<file path="config.mk">
export PLATFORM = sky130hd
export DESIGN_NAME = key_event_to_xt_scancode
export DESIGN_NICKNAME = d
export VERILOG_FILES = /design/src/rtl/kex2xt_pkg.sv /design/src/rtl/key_event_to_xt_scancode.sv
export SDC_FILE = /design/constraint.sdc
export NUM_CORES = 1
export LEC_CHECK = 0
export ABC_AREA = 1
export ABC_CLOCK_PERIOD_IN_PS = 3650
export CAP_MARGIN = 20
export CORE_MARGIN = 10
export CORE_UTILIZATION = 44
export DETAILED_ROUTE_END_ITERATION = 8
export DONT_BUFFER_PORTS = 1
export PLACE_DENSITY = 0.6
export SETUP_SLACK_MARGIN = 0.02
export SYNTH_ARGS = -nofsm -noshare
export SYNTH_HDL_FRONTEND = slang
export SYNTH_SLANG_ARGS = --single-unit
</file>
<file path="constraint.sdc">
create_clock -name clk -period 3.65 [get_ports clk]
set_input_delay 0.365 -clock clk [delete_from_list [all_inputs] [get_ports clk]]
set_output_delay 0.365 -clock clk [all_outputs]
set_load 0.1 [all_outputs]
</file>
<file path="src/rtl/kex2xt_pkg.sv">
// ----------------------------------------------------------------------------
// kex2xt_pkg - key event to XT scancode translator package
// Item types, key and scancode constants and lookup tables shared by the RTL.
// ----------------------------------------------------------------------------
package kex2xt_pkg;

	typedef struct packed {
		logic [7:0] key_code;
		logic [7:0] key_state;
	} key_event_t;

	typedef struct packed {
		logic [7:0] scancode;
		logic       last;
	} xt_code_t;

	// event states
	localparam logic [7:0] ST_PRESS   = 8'h01;
	localparam logic [7:0] ST_HOLD    = 8'h02;
	localparam logic [7:0] ST_RELEASE = 8'h03;

	// controller key codes
	localparam logic [7:0] KEY_ALT    = 8'hA1;
	localparam logic [7:0] KEY_LSHIFT = 8'hA2;
	localparam logic [7:0] KEY_RSHIFT = 8'hA3;
	localparam logic [7:0] KEY_SYM    = 8'hA4;
	localparam logic [7:0] KEY_CTRL   = 8'hA5;
	localparam logic [7:0] KEY_F1     = 8'h81;
	localparam logic [7:0] KEY_F2     = 8'h82;
	localparam logic [7:0] KEY_F3     = 8'h83;
	localparam logic [7:0] KEY_F9     = 8'h89;
	localparam logic [7:0] KEY_F10    = 8'h90;
	localparam logic [7:0] KEY_PRINT_LO = 8'h20;
	localparam logic [7:0] KEY_PRINT_HI = 8'h7E;

	// XT set-1 codes
	localparam logic [7:0] XT_BRK_BIT = 8'h80;
	localparam logic [7:0] XT_LSH     = 8'h2A;
	localparam logic [7:0] XT_RSH     = 8'h36;
	localparam logic [7:0] XT_CTRL    = 8'h1D;
	localparam logic [7:0] XT_ALT     = 8'h38;
	localparam logic [7:0] XT_F1      = 8'h3B;
	localparam logic [7:0] XT_F10     = 8'h44;
	localparam logic [7:0] XT_KP_MUL  = 8'h37;
	localparam logic [7:0] XT_KP_SUB  = 8'h4A;
	localparam logic [7:0] XT_KP_ADD  = 8'h4E;
	localparam logic [7:0] XT_NONE    = 8'h00;

	localparam int PRINT_ROM_DEPTH = 95;

	// printable ASCII from space; bit 7 marks a character that needs Shift
	localparam logic [7:0] PRINT_ROM [PRINT_ROM_DEPTH] = '{
		8'h39, 8'h82, 8'hA8, 8'h84, 8'h85, 8'h86, 8'h88, 8'h28, 8'h8A, 8'h8B,
		8'h89, 8'h8D, 8'h33, 8'h0C, 8'h34, 8'h35,
		8'h0B, 8'h02, 8'h03, 8'h04, 8'h05, 8'h06, 8'h07, 8'h08, 8'h09, 8'h0A,
		8'hA7, 8'h27, 8'hB3, 8'h0D, 8'hB4, 8'hB5, 8'h83,
		8'h9E, 8'hB0, 8'hAE, 8'hA0, 8'h92, 8'hA1, 8'hA2, 8'hA3, 8'h97, 8'hA4,
		8'hA5, 8'hA6, 8'hB2, 8'hB1, 8'h98, 8'h99, 8'h90, 8'h93, 8'h9F, 8'h94,
		8'h96, 8'hAF, 8'h91, 8'hAD, 8'h95, 8'hAC,
		8'h1A, 8'h2B, 8'h1B, 8'h87, 8'h8C, 8'h29,
		8'h1E, 8'h30, 8'h2E, 8'h20, 8'h12, 8'h21, 8'h22, 8'h23, 8'h17, 8'h24,
		8'h25, 8'h26, 8'h32, 8'h31, 8'h18, 8'h19, 8'h10, 8'h13, 8'h1F, 8'h14,
		8'h16, 8'h2F, 8'h11, 8'h2D, 8'h15, 8'h2C,
		8'h9A, 8'hAB, 8'h9B, 8'hA9
	};

	// XT code for a non-printable key, XT_NONE where there is none
	function automatic logic [7:0] special_code(input logic [7:0] k);
		logic [7:0] code;
		code = XT_NONE;
		case (k) inside
			8'h08:            code = 8'h0E;
			8'h09:            code = 8'h0F;
			8'h0A:            code = 8'h1C;
			8'hB1:            code = 8'h01;
			8'hB4:            code = 8'h4B;
			8'hB5:            code = 8'h48;
			8'hB6:            code = 8'h50;
			8'hB7:            code = 8'h4D;
			8'hC1:            code = 8'h3A;
			8'hD0:            code = 8'h46;
			8'hD1:            code = 8'h52;
			8'hD2:            code = 8'h47;
			8'hD4:            code = 8'h53;
			8'hD5:            code = 8'h4F;
			8'hD6:            code = 8'h49;
			8'hD7:            code = 8'h51;
			[KEY_F1:KEY_F9]:  code = XT_F1 + (k - KEY_F1);
			KEY_F10:          code = XT_F10;
			default:          code = XT_NONE;
		endcase
		return code;
	endfunction

endpackage

</file>
<file path="src/rtl/key_event_to_xt_scancode.sv">
// ----------------------------------------------------------------------------
// key_event_to_xt_scancode - key event to PC/XT set-1 scancode translator
// Turns press, hold and release events into make and break codes, with
// modifier tracking, hotkeys and synthesised left-Shift around characters.
// ----------------------------------------------------------------------------
//
//  channel | handshake             | payload
//  --------+-----------------------+--------------------------------------
//  in      | in_valid / in_ready   | in_data  : key_code, key_state
//  out     | out_valid / out_ready | out_data : scancode, last
//
// An accepted item sits in the input register, where its scancodes and the next modifier
// state are formed and loaded into a two-entry result buffer; the first scancode is
// offered in the cycle after the load. The single result port sets the rate: one item
// per cycle unless the output stalls, an item giving two scancodes holding it for both;
// items giving none never wait on it. Reset clears all modifier flags and empties both
// stages. A stalled output holds the buffer and items giving scancodes; in_ready drops.
// ----------------------------------------------------------------------------
module key_event_to_xt_scancode (
	input  logic                   clk,
	input  logic                   arst_n,
	input  logic                   in_valid,
	output logic                   in_ready,
	input  kex2xt_pkg::key_event_t in_data,
	output logic                   out_valid,
	input  logic                   out_ready,
	output kex2xt_pkg::xt_code_t   out_data
);
	import kex2xt_pkg::*;

	// input register
	logic       valid_s1;
	key_event_t ev_s1;

	// modifier state
	logic phys_shift_q, fake_shift_q, ctrl_q, alt_q;

	// result buffer: entry 0 is on the output
	xt_code_t   buf0_q, buf1_q;
	logic [1:0] cnt_q;

	// translation of the item in the input register
	logic [1:0] res_n;
	logic [7:0] res0, res1;
	logic       phys_shift_d, fake_shift_d, ctrl_d, alt_d;

	logic       state_ok, down, is_mod, hot_key;
	logic [7:0] code, spec, rom_e;
	logic [6:0] rom_idx;
	logic       need_shift, printable;

	logic out_fire, buf_free, advance;

	always_comb begin
		state_ok = (ev_s1.key_state == ST_PRESS) || (ev_s1.key_state == ST_HOLD) ||
			(ev_s1.key_state == ST_RELEASE);
		down     = (ev_s1.key_state != ST_RELEASE);
		is_mod   = (ev_s1.key_code == KEY_ALT) || (ev_s1.key_code == KEY_LSHIFT) ||
			(ev_s1.key_code == KEY_RSHIFT) || (ev_s1.key_code == KEY_CTRL);
		hot_key  = ctrl_q && alt_q && ((ev_s1.key_code == KEY_F1) ||
			(ev_s1.key_code == KEY_F2) || (ev_s1.key_code == KEY_F3));
		spec      = special_code(ev_s1.key_code);
		printable = (ev_s1.key_code >= KEY_PRINT_LO) && (ev_s1.key_code <= KEY_PRINT_HI);
		rom_idx   = 7'(ev_s1.key_code - KEY_PRINT_LO);
		rom_e     = printable ? PRINT_ROM[rom_idx] : XT_NONE;

		phys_shift_d = phys_shift_q;
		fake_shift_d = fake_shift_q;
		ctrl_d       = ctrl_q;
		alt_d        = alt_q;
		res_n        = 2'd0;
		res0         = XT_NONE;
		res1         = XT_NONE;
		code         = XT_NONE;
		need_shift   = 1'b0;

		if (!state_ok) begin
			// drop: invalid event state
		end else if (is_mod) begin
			// pass modifiers through; drop their hold repeats
			if (ev_s1.key_state != ST_HOLD) begin
				case (ev_s1.key_code)
					KEY_CTRL: begin
						ctrl_d = down;
						code   = XT_CTRL;
					end
					KEY_ALT: begin
						alt_d = down;
						code  = XT_ALT;
					end
					KEY_LSHIFT: begin
						phys_shift_d = down;
						code         = XT_LSH;
					end
					default: begin
						phys_shift_d = down;
						code         = XT_RSH;
					end
				endcase
				res_n = 2'd1;
				res0  = down ? code : (code | XT_BRK_BIT);
			end
		end else if (ev_s1.key_code == KEY_SYM) begin
			// swallow Sym
		end else begin
			if (hot_key) begin
				case (ev_s1.key_code)
					KEY_F1:  code = XT_KP_MUL;
					KEY_F2:  code = XT_KP_SUB;
					default: code = XT_KP_ADD;
				endcase
			end else if (spec != XT_NONE) begin
				code = spec;
			end else if (printable) begin
				code       = rom_e & ~XT_BRK_BIT;
				need_shift = rom_e[7];
			end

			if (hot_key || spec != XT_NONE || printable) begin
				if (down) begin
					if (need_shift && !phys_shift_q && !fake_shift_q) begin
						fake_shift_d = 1'b1;
						res_n        = 2'd2;
						res0         = XT_LSH;
						res1         = code;
					end else begin
						res_n = 2'd1;
						res0  = code;
					end
				end else begin
					res0 = code | XT_BRK_BIT;
					if (fake_shift_q) begin
						// close the synthesised Shift after the release of any translated key
						fake_shift_d = 1'b0;
						res_n        = 2'd2;
						res1         = XT_LSH | XT_BRK_BIT;
					end else begin
						res_n = 2'd1;
					end
				end
			end
		end
	end

	// handshakes
	assign out_valid = (cnt_q != 2'd0);
	assign out_data  = buf0_q;
	assign out_fire  = out_valid && out_ready;
	assign buf_free  = (cnt_q == 2'd0) || ((cnt_q == 2'd1) && out_ready);
	assign advance   = valid_s1 && ((res_n == 2'd0) || buf_free);
	assign in_ready  = !valid_s1 || advance;

	// control state
	always_ff @(posedge clk or negedge arst_n) begin
		if (!arst_n) begin
			valid_s1     <= 1'b0;
			cnt_q        <= 2'd0;
			phys_shift_q <= 1'b0;
			fake_shift_q <= 1'b0;
			ctrl_q       <= 1'b0;
			alt_q        <= 1'b0;
		end else begin
			if (in_ready) begin
				valid_s1 <= in_valid;
			end
			if (advance) begin
				phys_shift_q <= phys_shift_d;
				fake_shift_q <= fake_shift_d;
				ctrl_q       <= ctrl_d;
				alt_q        <= alt_d;
			end
			if (advance && res_n != 2'd0) begin
				cnt_q <= res_n;
			end else if (out_fire) begin
				cnt_q <= cnt_q - 2'd1;
			end
		end
	end

	// payload: load the input register from in_data; load the buffer from the input register, else advance it
	always_ff @(posedge clk) begin
		if (in_ready && in_valid) begin
			ev_s1 <= in_data;
		end
		if (advance && res_n != 2'd0) begin
			buf0_q.scancode <= res0;
			buf0_q.last     <= (res_n == 2'd1);
			buf1_q.scancode <= res1;
			buf1_q.last     <= 1'b1;
		end else if (out_fire) begin
			buf0_q <= buf1_q;
		end
	end

endmodule
</file>
[Word-level counts from Yosys, hierarchy flattened]
Memories as Yosys holds them, arrays and structs flattened.
Cells that the tools add are included.
Widths: inputs -> output; s select.
Storage, ports and cells
  memories: 1
  bits in read-only memories: 1024
  flip-flop bits (word level): 40
  output and inout bits: 11
  word-level logic and storage cells: 154
  bits of input ports: 20
Memory list
  (no name shown): words 128, width 8, rd ports 1, clocked after memory_dff 0, write ports 0, RTL line key_event_to_xt_scancode.sv:65  | rom_e = printable ? PRINT_ROM[rom_idx] : XT_NONE;
Cells by class
  magnitude comparators: 5
  bitwise operators: 6
  multiplexer cells: 56
  $add $sub $neg: 4
  eq/ne operators: 33
  reduce and logical (&&, ||, !) cells: 38
Operator list (number)
  $mux 8: 32
  $eq 8x8->1 const B: 22
  $eq 8x4->1 const B: 3
  $mux 2: 9
  $mux 9: 2
  $pmux 6 s3: 1
  $eq 8x2->1 const B: 2
  $ge 8x8->1 const B: 2
  $ne 8x2->1 const B: 2
  $reduce_and 5->1: 3
  $mux 7: 2
  $pmux 7 s2: 1
  $logic_or 1x1->1: 12
  $logic_and 1x1->1: 11
  $mux 1: 9
  $add 6x8->8 const A: 1
  $eq 8x1->1 const B: 1
  $ge 8x6->1 const B: 1
  $le 8x7->1 const B: 1
  $le 8x8->1 const B: 1
  $not 7->8: 1
  $reduce_bool 8->1: 1
  $sub 8x8->8 const B: 1
  $sub 7x6->7 const B: 1
  10 further kinds: 20

[Logic depth before layout (Yosys ltp)]
  depth after elaboration: 38
  gate-level depth with buffers: 26
  depth with buffers taken out: 25

[Worst setup path before layout]
Ideal clock, no wire load.
  path type: reg2reg
  start point: register ev_s1[9] (netlist bit)
  end point: register ev_s1[0] (netlist bit), enable pin
  path buffers: 0
  stages on the path, launching flop included: 21
  period minus slack after synthesis: 3.919 ns
  setup slack: -0.269 ns
  data arrival time: 3.555 ns
  data required time: 3.286 ns
  library setup time: 0.364 ns
  cells stage by stage: edfxtp_1 > inv_1 > ha_1 > inv_1 > nor2_1 > nand2_2 > nand3_4 > nand3_1 > nand2_1 > nand2_1 > nor2_2 > nand3_1 > nor2_1 > nand2_1 > nor2_1 > nand4_1 > nand2_2 > nand2_4 > nand3_1 > nand2_1 > inv_1
Between the ends
  cells in the longest elaborated chain, start to end: 38
  elaborated cells between the ends (all ways): 84
  those cells by class: 3 x add/sub; 4 x order compare; 25 x eq/ne; 32 x mux; 1 x bitwise; 18 x reduce/logical; 1 x memory
RTL lines
  start, declared: RTL line key_event_to_xt_scancode.sv:33  | key_event_t ev_s1;
  start signal, assigned: RTL line key_event_to_xt_scancode.sv:183  | ev_s1 <= in_data;
  $sub 8x8->8 (tied with other cells): RTL line kex2xt_pkg.sv:88  | [KEY_F1:KEY_F9]: code = XT_F1 + (k - KEY_F1);
  $add 6x8->8 (tied with other cells): RTL line kex2xt_pkg.sv:88
  $mux 8 (17 in series): RTL line kex2xt_pkg.sv:71  | case (k) inside
  $reduce_bool 8->1: RTL line key_event_to_xt_scancode.sv:112, key_event_to_xt_scancode.sv:119
  $mux 1: RTL line key_event_to_xt_scancode.sv:112  | end else if (spec != XT_NONE) begin
  $mux 1: RTL line key_event_to_xt_scancode.sv:106  | if (hot_key) begin
  $mux 1: RTL line key_event_to_xt_scancode.sv:103  | end else if (ev_s1.key_code == KEY_SYM) begin
  $mux 1: RTL line key_event_to_xt_scancode.sv:79  | end else if (is_mod) begin
  (+7 left out)
  $mux 2 *: RTL line key_event_to_xt_scancode.sv:79
  $mux 2 *: RTL line key_event_to_xt_scancode.sv:77  | if (!state_ok) begin
  $logic_not 2->1 *: RTL line key_event_to_xt_scancode.sv:150  | assign advance = valid_s1 && ((res_n == 2'd0) || buf_free);
  $logic_or 1x1->1 *: RTL line key_event_to_xt_scancode.sv:150
  $logic_and 1x1->1 *: RTL line key_event_to_xt_scancode.sv:150
  $logic_or 1x1->1 *: RTL line key_event_to_xt_scancode.sv:151  | assign in_ready = !valid_s1 || advance;
  named net in_ready: RTL line key_event_to_xt_scancode.sv:23  | output logic in_ready,
  $logic_and 1x1->1 *: RTL line key_event_to_xt_scancode.sv:182  | if (in_ready && in_valid) begin
Mark *: on every way through the listed nets, which the timed path passes. The rest lies on a longest branch. The select of a mux whose other input is x is not followed.
A chain may end at the register's enable or synchronous reset.

[Final worst setup path]
  start point: register ev_s1[8] (netlist bit)
  end point: output in_ready
Between the ends
  cells in the longest elaborated chain, start to end: 37
  elaborated cells between the ends (all ways): 83
  those cells by class: 3 x add/sub; 4 x order compare; 25 x eq/ne; 32 x mux; 1 x bitwise; 17 x reduce/logical; 1 x memory
RTL lines
  $sub 8x8->8 (tied with other cells): RTL line kex2xt_pkg.sv:88
  $add 6x8->8 (tied with other cells): RTL line kex2xt_pkg.sv:88
  $mux 8 (17 in series): RTL line kex2xt_pkg.sv:71
  $reduce_bool 8->1: RTL line key_event_to_xt_scancode.sv:112, key_event_to_xt_scancode.sv:119
  $mux 1: RTL line key_event_to_xt_scancode.sv:112
  $mux 1: RTL line key_event_to_xt_scancode.sv:106
  $mux 1: RTL line key_event_to_xt_scancode.sv:103
  $mux 1: RTL line key_event_to_xt_scancode.sv:79
  (+5 left out)
  $mux 2: RTL line key_event_to_xt_scancode.sv:119  | if (hot_key || spec != XT_NONE || printable) begin
  $mux 2: RTL line key_event_to_xt_scancode.sv:103
  $mux 2 *: RTL line key_event_to_xt_scancode.sv:79
  $mux 2 *: RTL line key_event_to_xt_scancode.sv:77
  $logic_not 2->1 *: RTL line key_event_to_xt_scancode.sv:150
  $logic_or 1x1->1 *: RTL line key_event_to_xt_scancode.sv:150
  $logic_and 1x1->1 *: RTL line key_event_to_xt_scancode.sv:150
  $logic_or 1x1->1 *: RTL line key_event_to_xt_scancode.sv:151
  end, declared: RTL line key_event_to_xt_scancode.sv:23
Every way passes the cells marked *; elsewhere a longest branch is shown, timed or not. The select of a mux whose other input is x is not followed.

==> impl_metrics.toml <==
[clock_tree]
clock_latency_ns = 0.29
htree_levels = 2
cts_buffers = 5
clockBufferDepth = 2
cts.sinks = 40
clk_pin_slew_worst_paths_ns = 0.07
ctsRootBufferMaster = "clkbuf_8"
cts_tree = "yes"

[final_layout]
seq_area_mm2 = 0.00117
drive_gt1_share_pct = 14.2
multi_input_area_mm2 = 0.00202
fillers = 788
fin_nets = 572
areaGrowthSynthToFinish_pct = 12.8
finish.utilization_pct = 51.2
final_common_cell = "nand2_1"
most-common-layout-cells = "nand2_1, inv_1, nor2_1, o21ai_0"
diodes = 0

[route]
wl_met2_um = 4620
viasPerCell = 5.56
wl_met1_um = 4930
drc = 0
drtIter0Drc = 414
wl_um = 10500
dr_wl_met3_um = 795
top_layer = "met4"
wl_per_cell_um = 16.5
first_pass_iters = 7
ant_nets = 0
dr_total_vias = 3554

[worst_hold_path]
min_path_cells = 0
min_path_type = "in2reg"
holdPathEnd = "ev_s1[9]"
worstHoldStart = "in_data[9]"

[critical_path]
path_class = "reg2out"
crit_path_max_fanout = 7
rr_startpoint = "ev_s1[8]"
critPathBufInv = 3
reg2reg_depth = 20
max_stage_delay_ns = 0.48
crit_top_cell = "nor2_1"
crit_family = "simple AND/OR/NAND/NOR gates"
path_cells = "buf_4, ha_2, nand2_4, inv_1, nor2_2, o21ai_0, nor2_1, o211ai_1, nor2_1, nand3_1, nor2_1, nand2_1, nor2_1, nand4_1, nand2_2, nand2_4, nand3_2, buf_12"
r2r-end = "ev_s1[15]"
critPathLaunchType = "register"
cp_slowest_cell = "edfxtp_1"
worstPathArrival_ns = 3.07
crit_required_ns = 3.28
cp-end-kind = "primary output"
r2r_setup_slack_ns = 0.40

[sta]
worst_slew_pin_slew_ns = 0.902
hold_violations = 0
hold_ws_ns = 0.170
slew_headroom_pct = 40.0
setup-violations-final = 0
max_freq_mhz = 291
slew_violations = 0
fin_crit_sh_pct = 94.1
grt_setup_unrepaired = "false"
worst_slack_ns = 0.216
fin_skew_ns = 0.0114
fin_tns_setup_ns = 0
period_needed_ns = 3.43

[pwr]
p_switching_mw = 0.619
clock_power_share_pct = 21.2
p_leak_nw = 1.78
ir_worst_vdd_mv = 0.258
p_int_mw = 0.825
p_sw_share_pct = 42.9
power_frac_seq_pct = 49.6
p_per_area_mw_per_mm2 = 365
combinationalPowerShare_pct = 29.2

[synth]
ys_warn_count = 0
syn_avg_cell_area_um2 = 6.85
synth-main-ff-cell = "edfxtp_1"
synthArstFlopShare_pct = 17.5
synth_area_mm2 = 0.00351
synth_fp_nets = 549
synth-edff-count = 33
ys_ff_latch = 40
synth_cell_type_count = 42
synth_cells = 513
synth-seq-area-share_pct = 33.2

[global_route]
grt_usage_pct = 18.0
grt_overflow = 0
grt_pass1_wl_um = 17200
grt_antenna_before_repair = 0
grt_start_max_net_pins = 26
grt_pass1_vias = 3355

[run]
maxCapViolCount = 0

[place]
port-buffer-count = 0
pre_cts_ws_ns = 0.242
place_congestion = 1.00
hpwl_um = 8330

[status]
outcome = "finished clean"

[floorplanning]
die_area_mm2 = 0.0120
start_util_pct = 45.5
rows = 32
core_area_mm2 = 0.00773
die_y_um = 109
die_w_um = 109
num_io_pins = 31
-- area by class of cell --
type	count	area share, %
inverter	81	7.80
timing repair buffer	28	6.10
clock buffer	7	2.18
sequential	40	29.4
multi-input combinational	380	51.1
clock inverter	1	0.190
tap	102	3.22
-- worst max path at each step --
stage             start           to  slack (ns)  depth (start not counted)
2_1_floorplan  ev_s1[9]     ev_s1[0]        0.10                         20
3_5_place_dp   ev_s1[8]  out_data[7]        0.24                         22
6_report       ev_s1[8]     in_ready        0.22                         18
5_1_grt        ev_s1[8]     in_ready       0.004                         20
3_3_place_gp   ev_s1[8]  out_data[4]        0.23                         22
4_1_cts        ev_s1[8]     in_ready        0.03                         22
-- power groups by stage --
stage,Combinational (mW),Sequential (mW),Clock [mW]
after detailed placement,0.398,0.731,0
after global placement,0.393,0.730,0
after global routing,0.463,0.722,0.332
final,0.421,0.717,0.307
after floorplan,0.303,0.718,0
after CTS,0.401,0.721,0.312
-- flip-flops by register name, summed over array words and instances (netlist names) --
register,cells
ev_s1,16
out_data,9
buf1_q,8
cnt_q,2
alt_q,1
ctrl_q,1
fake_shift_q,1
phys_shift_q,1
valid_s1,1
-- cell families (layout without fill, tap and decap cells) --
| family | count (synthesis) | after routing | share of synthesized area (%) |
|---|---|---|---|
| and+or+nand+nor | 257 | 257 | 32.7 |
| DFF | 40 | 40 | 33.2 |
| adders and majority gates | 16 | 16 | 5.70 |
| buffers and inverters | 93 | 117 | 10.6 |
| AOI/OAI and AO/OA | 104 | 104 | 17.2 |
| other | 1 | 1 | 0.107 |
| xor gates and xnor gates | 2 | 2 | 0.499 |
-- Yosys cell counts, types with 2 or more instances --
cell type  number  area share [%]
nand2_2        10             1.8
nor2_2          5            0.89
buf_2           2            0.29
nor4_1          4            0.71
a221oi_1        2            0.50
clkbuf_1        5            0.53
nand2_4         3            0.96
o22ai_1         5            0.89
inv_2           5            0.53
edfxtp_1       33              28
o21ai_1        11             1.6
a21oi_1        28             4.0
inv_1          75             8.0
ha_1           16             5.7
nor2_4          2            0.64
nor2_1         63             6.7
a31oi_1         3            0.53
nand2_1       114              12
xor2_1          2            0.50
buf_4           3            0.64
o21ai_0        34             4.8
nand3_1        35             5.0
nor3_1         11             1.6
dfrtp_1         7             5.0
o211ai_1       12             2.6
nand4_1         7             1.2
-- worst reg2reg max path: stages (launching register included) --
cell      delay, ns
edfxtp_1       0.48
buf_4          0.21
ha_2           0.23
nand2_4        0.11
inv_1          0.11
nor2_2         0.14
o21ai_0        0.12
nor2_1         0.12
o211ai_1       0.12
nor2_1         0.11
nand3_1        0.07
nor2_1         0.10
nand2_1        0.05
nor2_1         0.12
nand4_1        0.14
nand2_2        0.17
nand2_4        0.09
nand3_2        0.10
nand2_1        0.08
inv_1          0.06
buf_4          0.21
-- through the flow --
step / cell area (um^2) / power [mW] / cells
floorplan: 3520 / 1.02 / 513
finish: 3960 / 1.44 / 639
global placement: 3720 / 1.12 / 622
CTS: 3820 / 1.43 / 631
global route: 3960 / 1.52 / 639
detailed placement: 3720 / 1.13 / 622
-- routing by layer --
metal | global-route usage (%) | vias up
met2 | 26.7 | 167
li1 | - | 1761
met1 | 25.1 | 1610
met3 | 4.51 | 16
met4 | 5.30 | 0
met5 | 0 | -
-- repair_timing --
item / CTS / global route
buffers inserted: 0 / 8
resized for setup: 0 / 19
hold buffers: 1 / 0
setup endpoints to repair: 0 / 46
endpoints found under the hold margin: 7 / 0
Note: power is estimated with default switching activity, not from simulation.
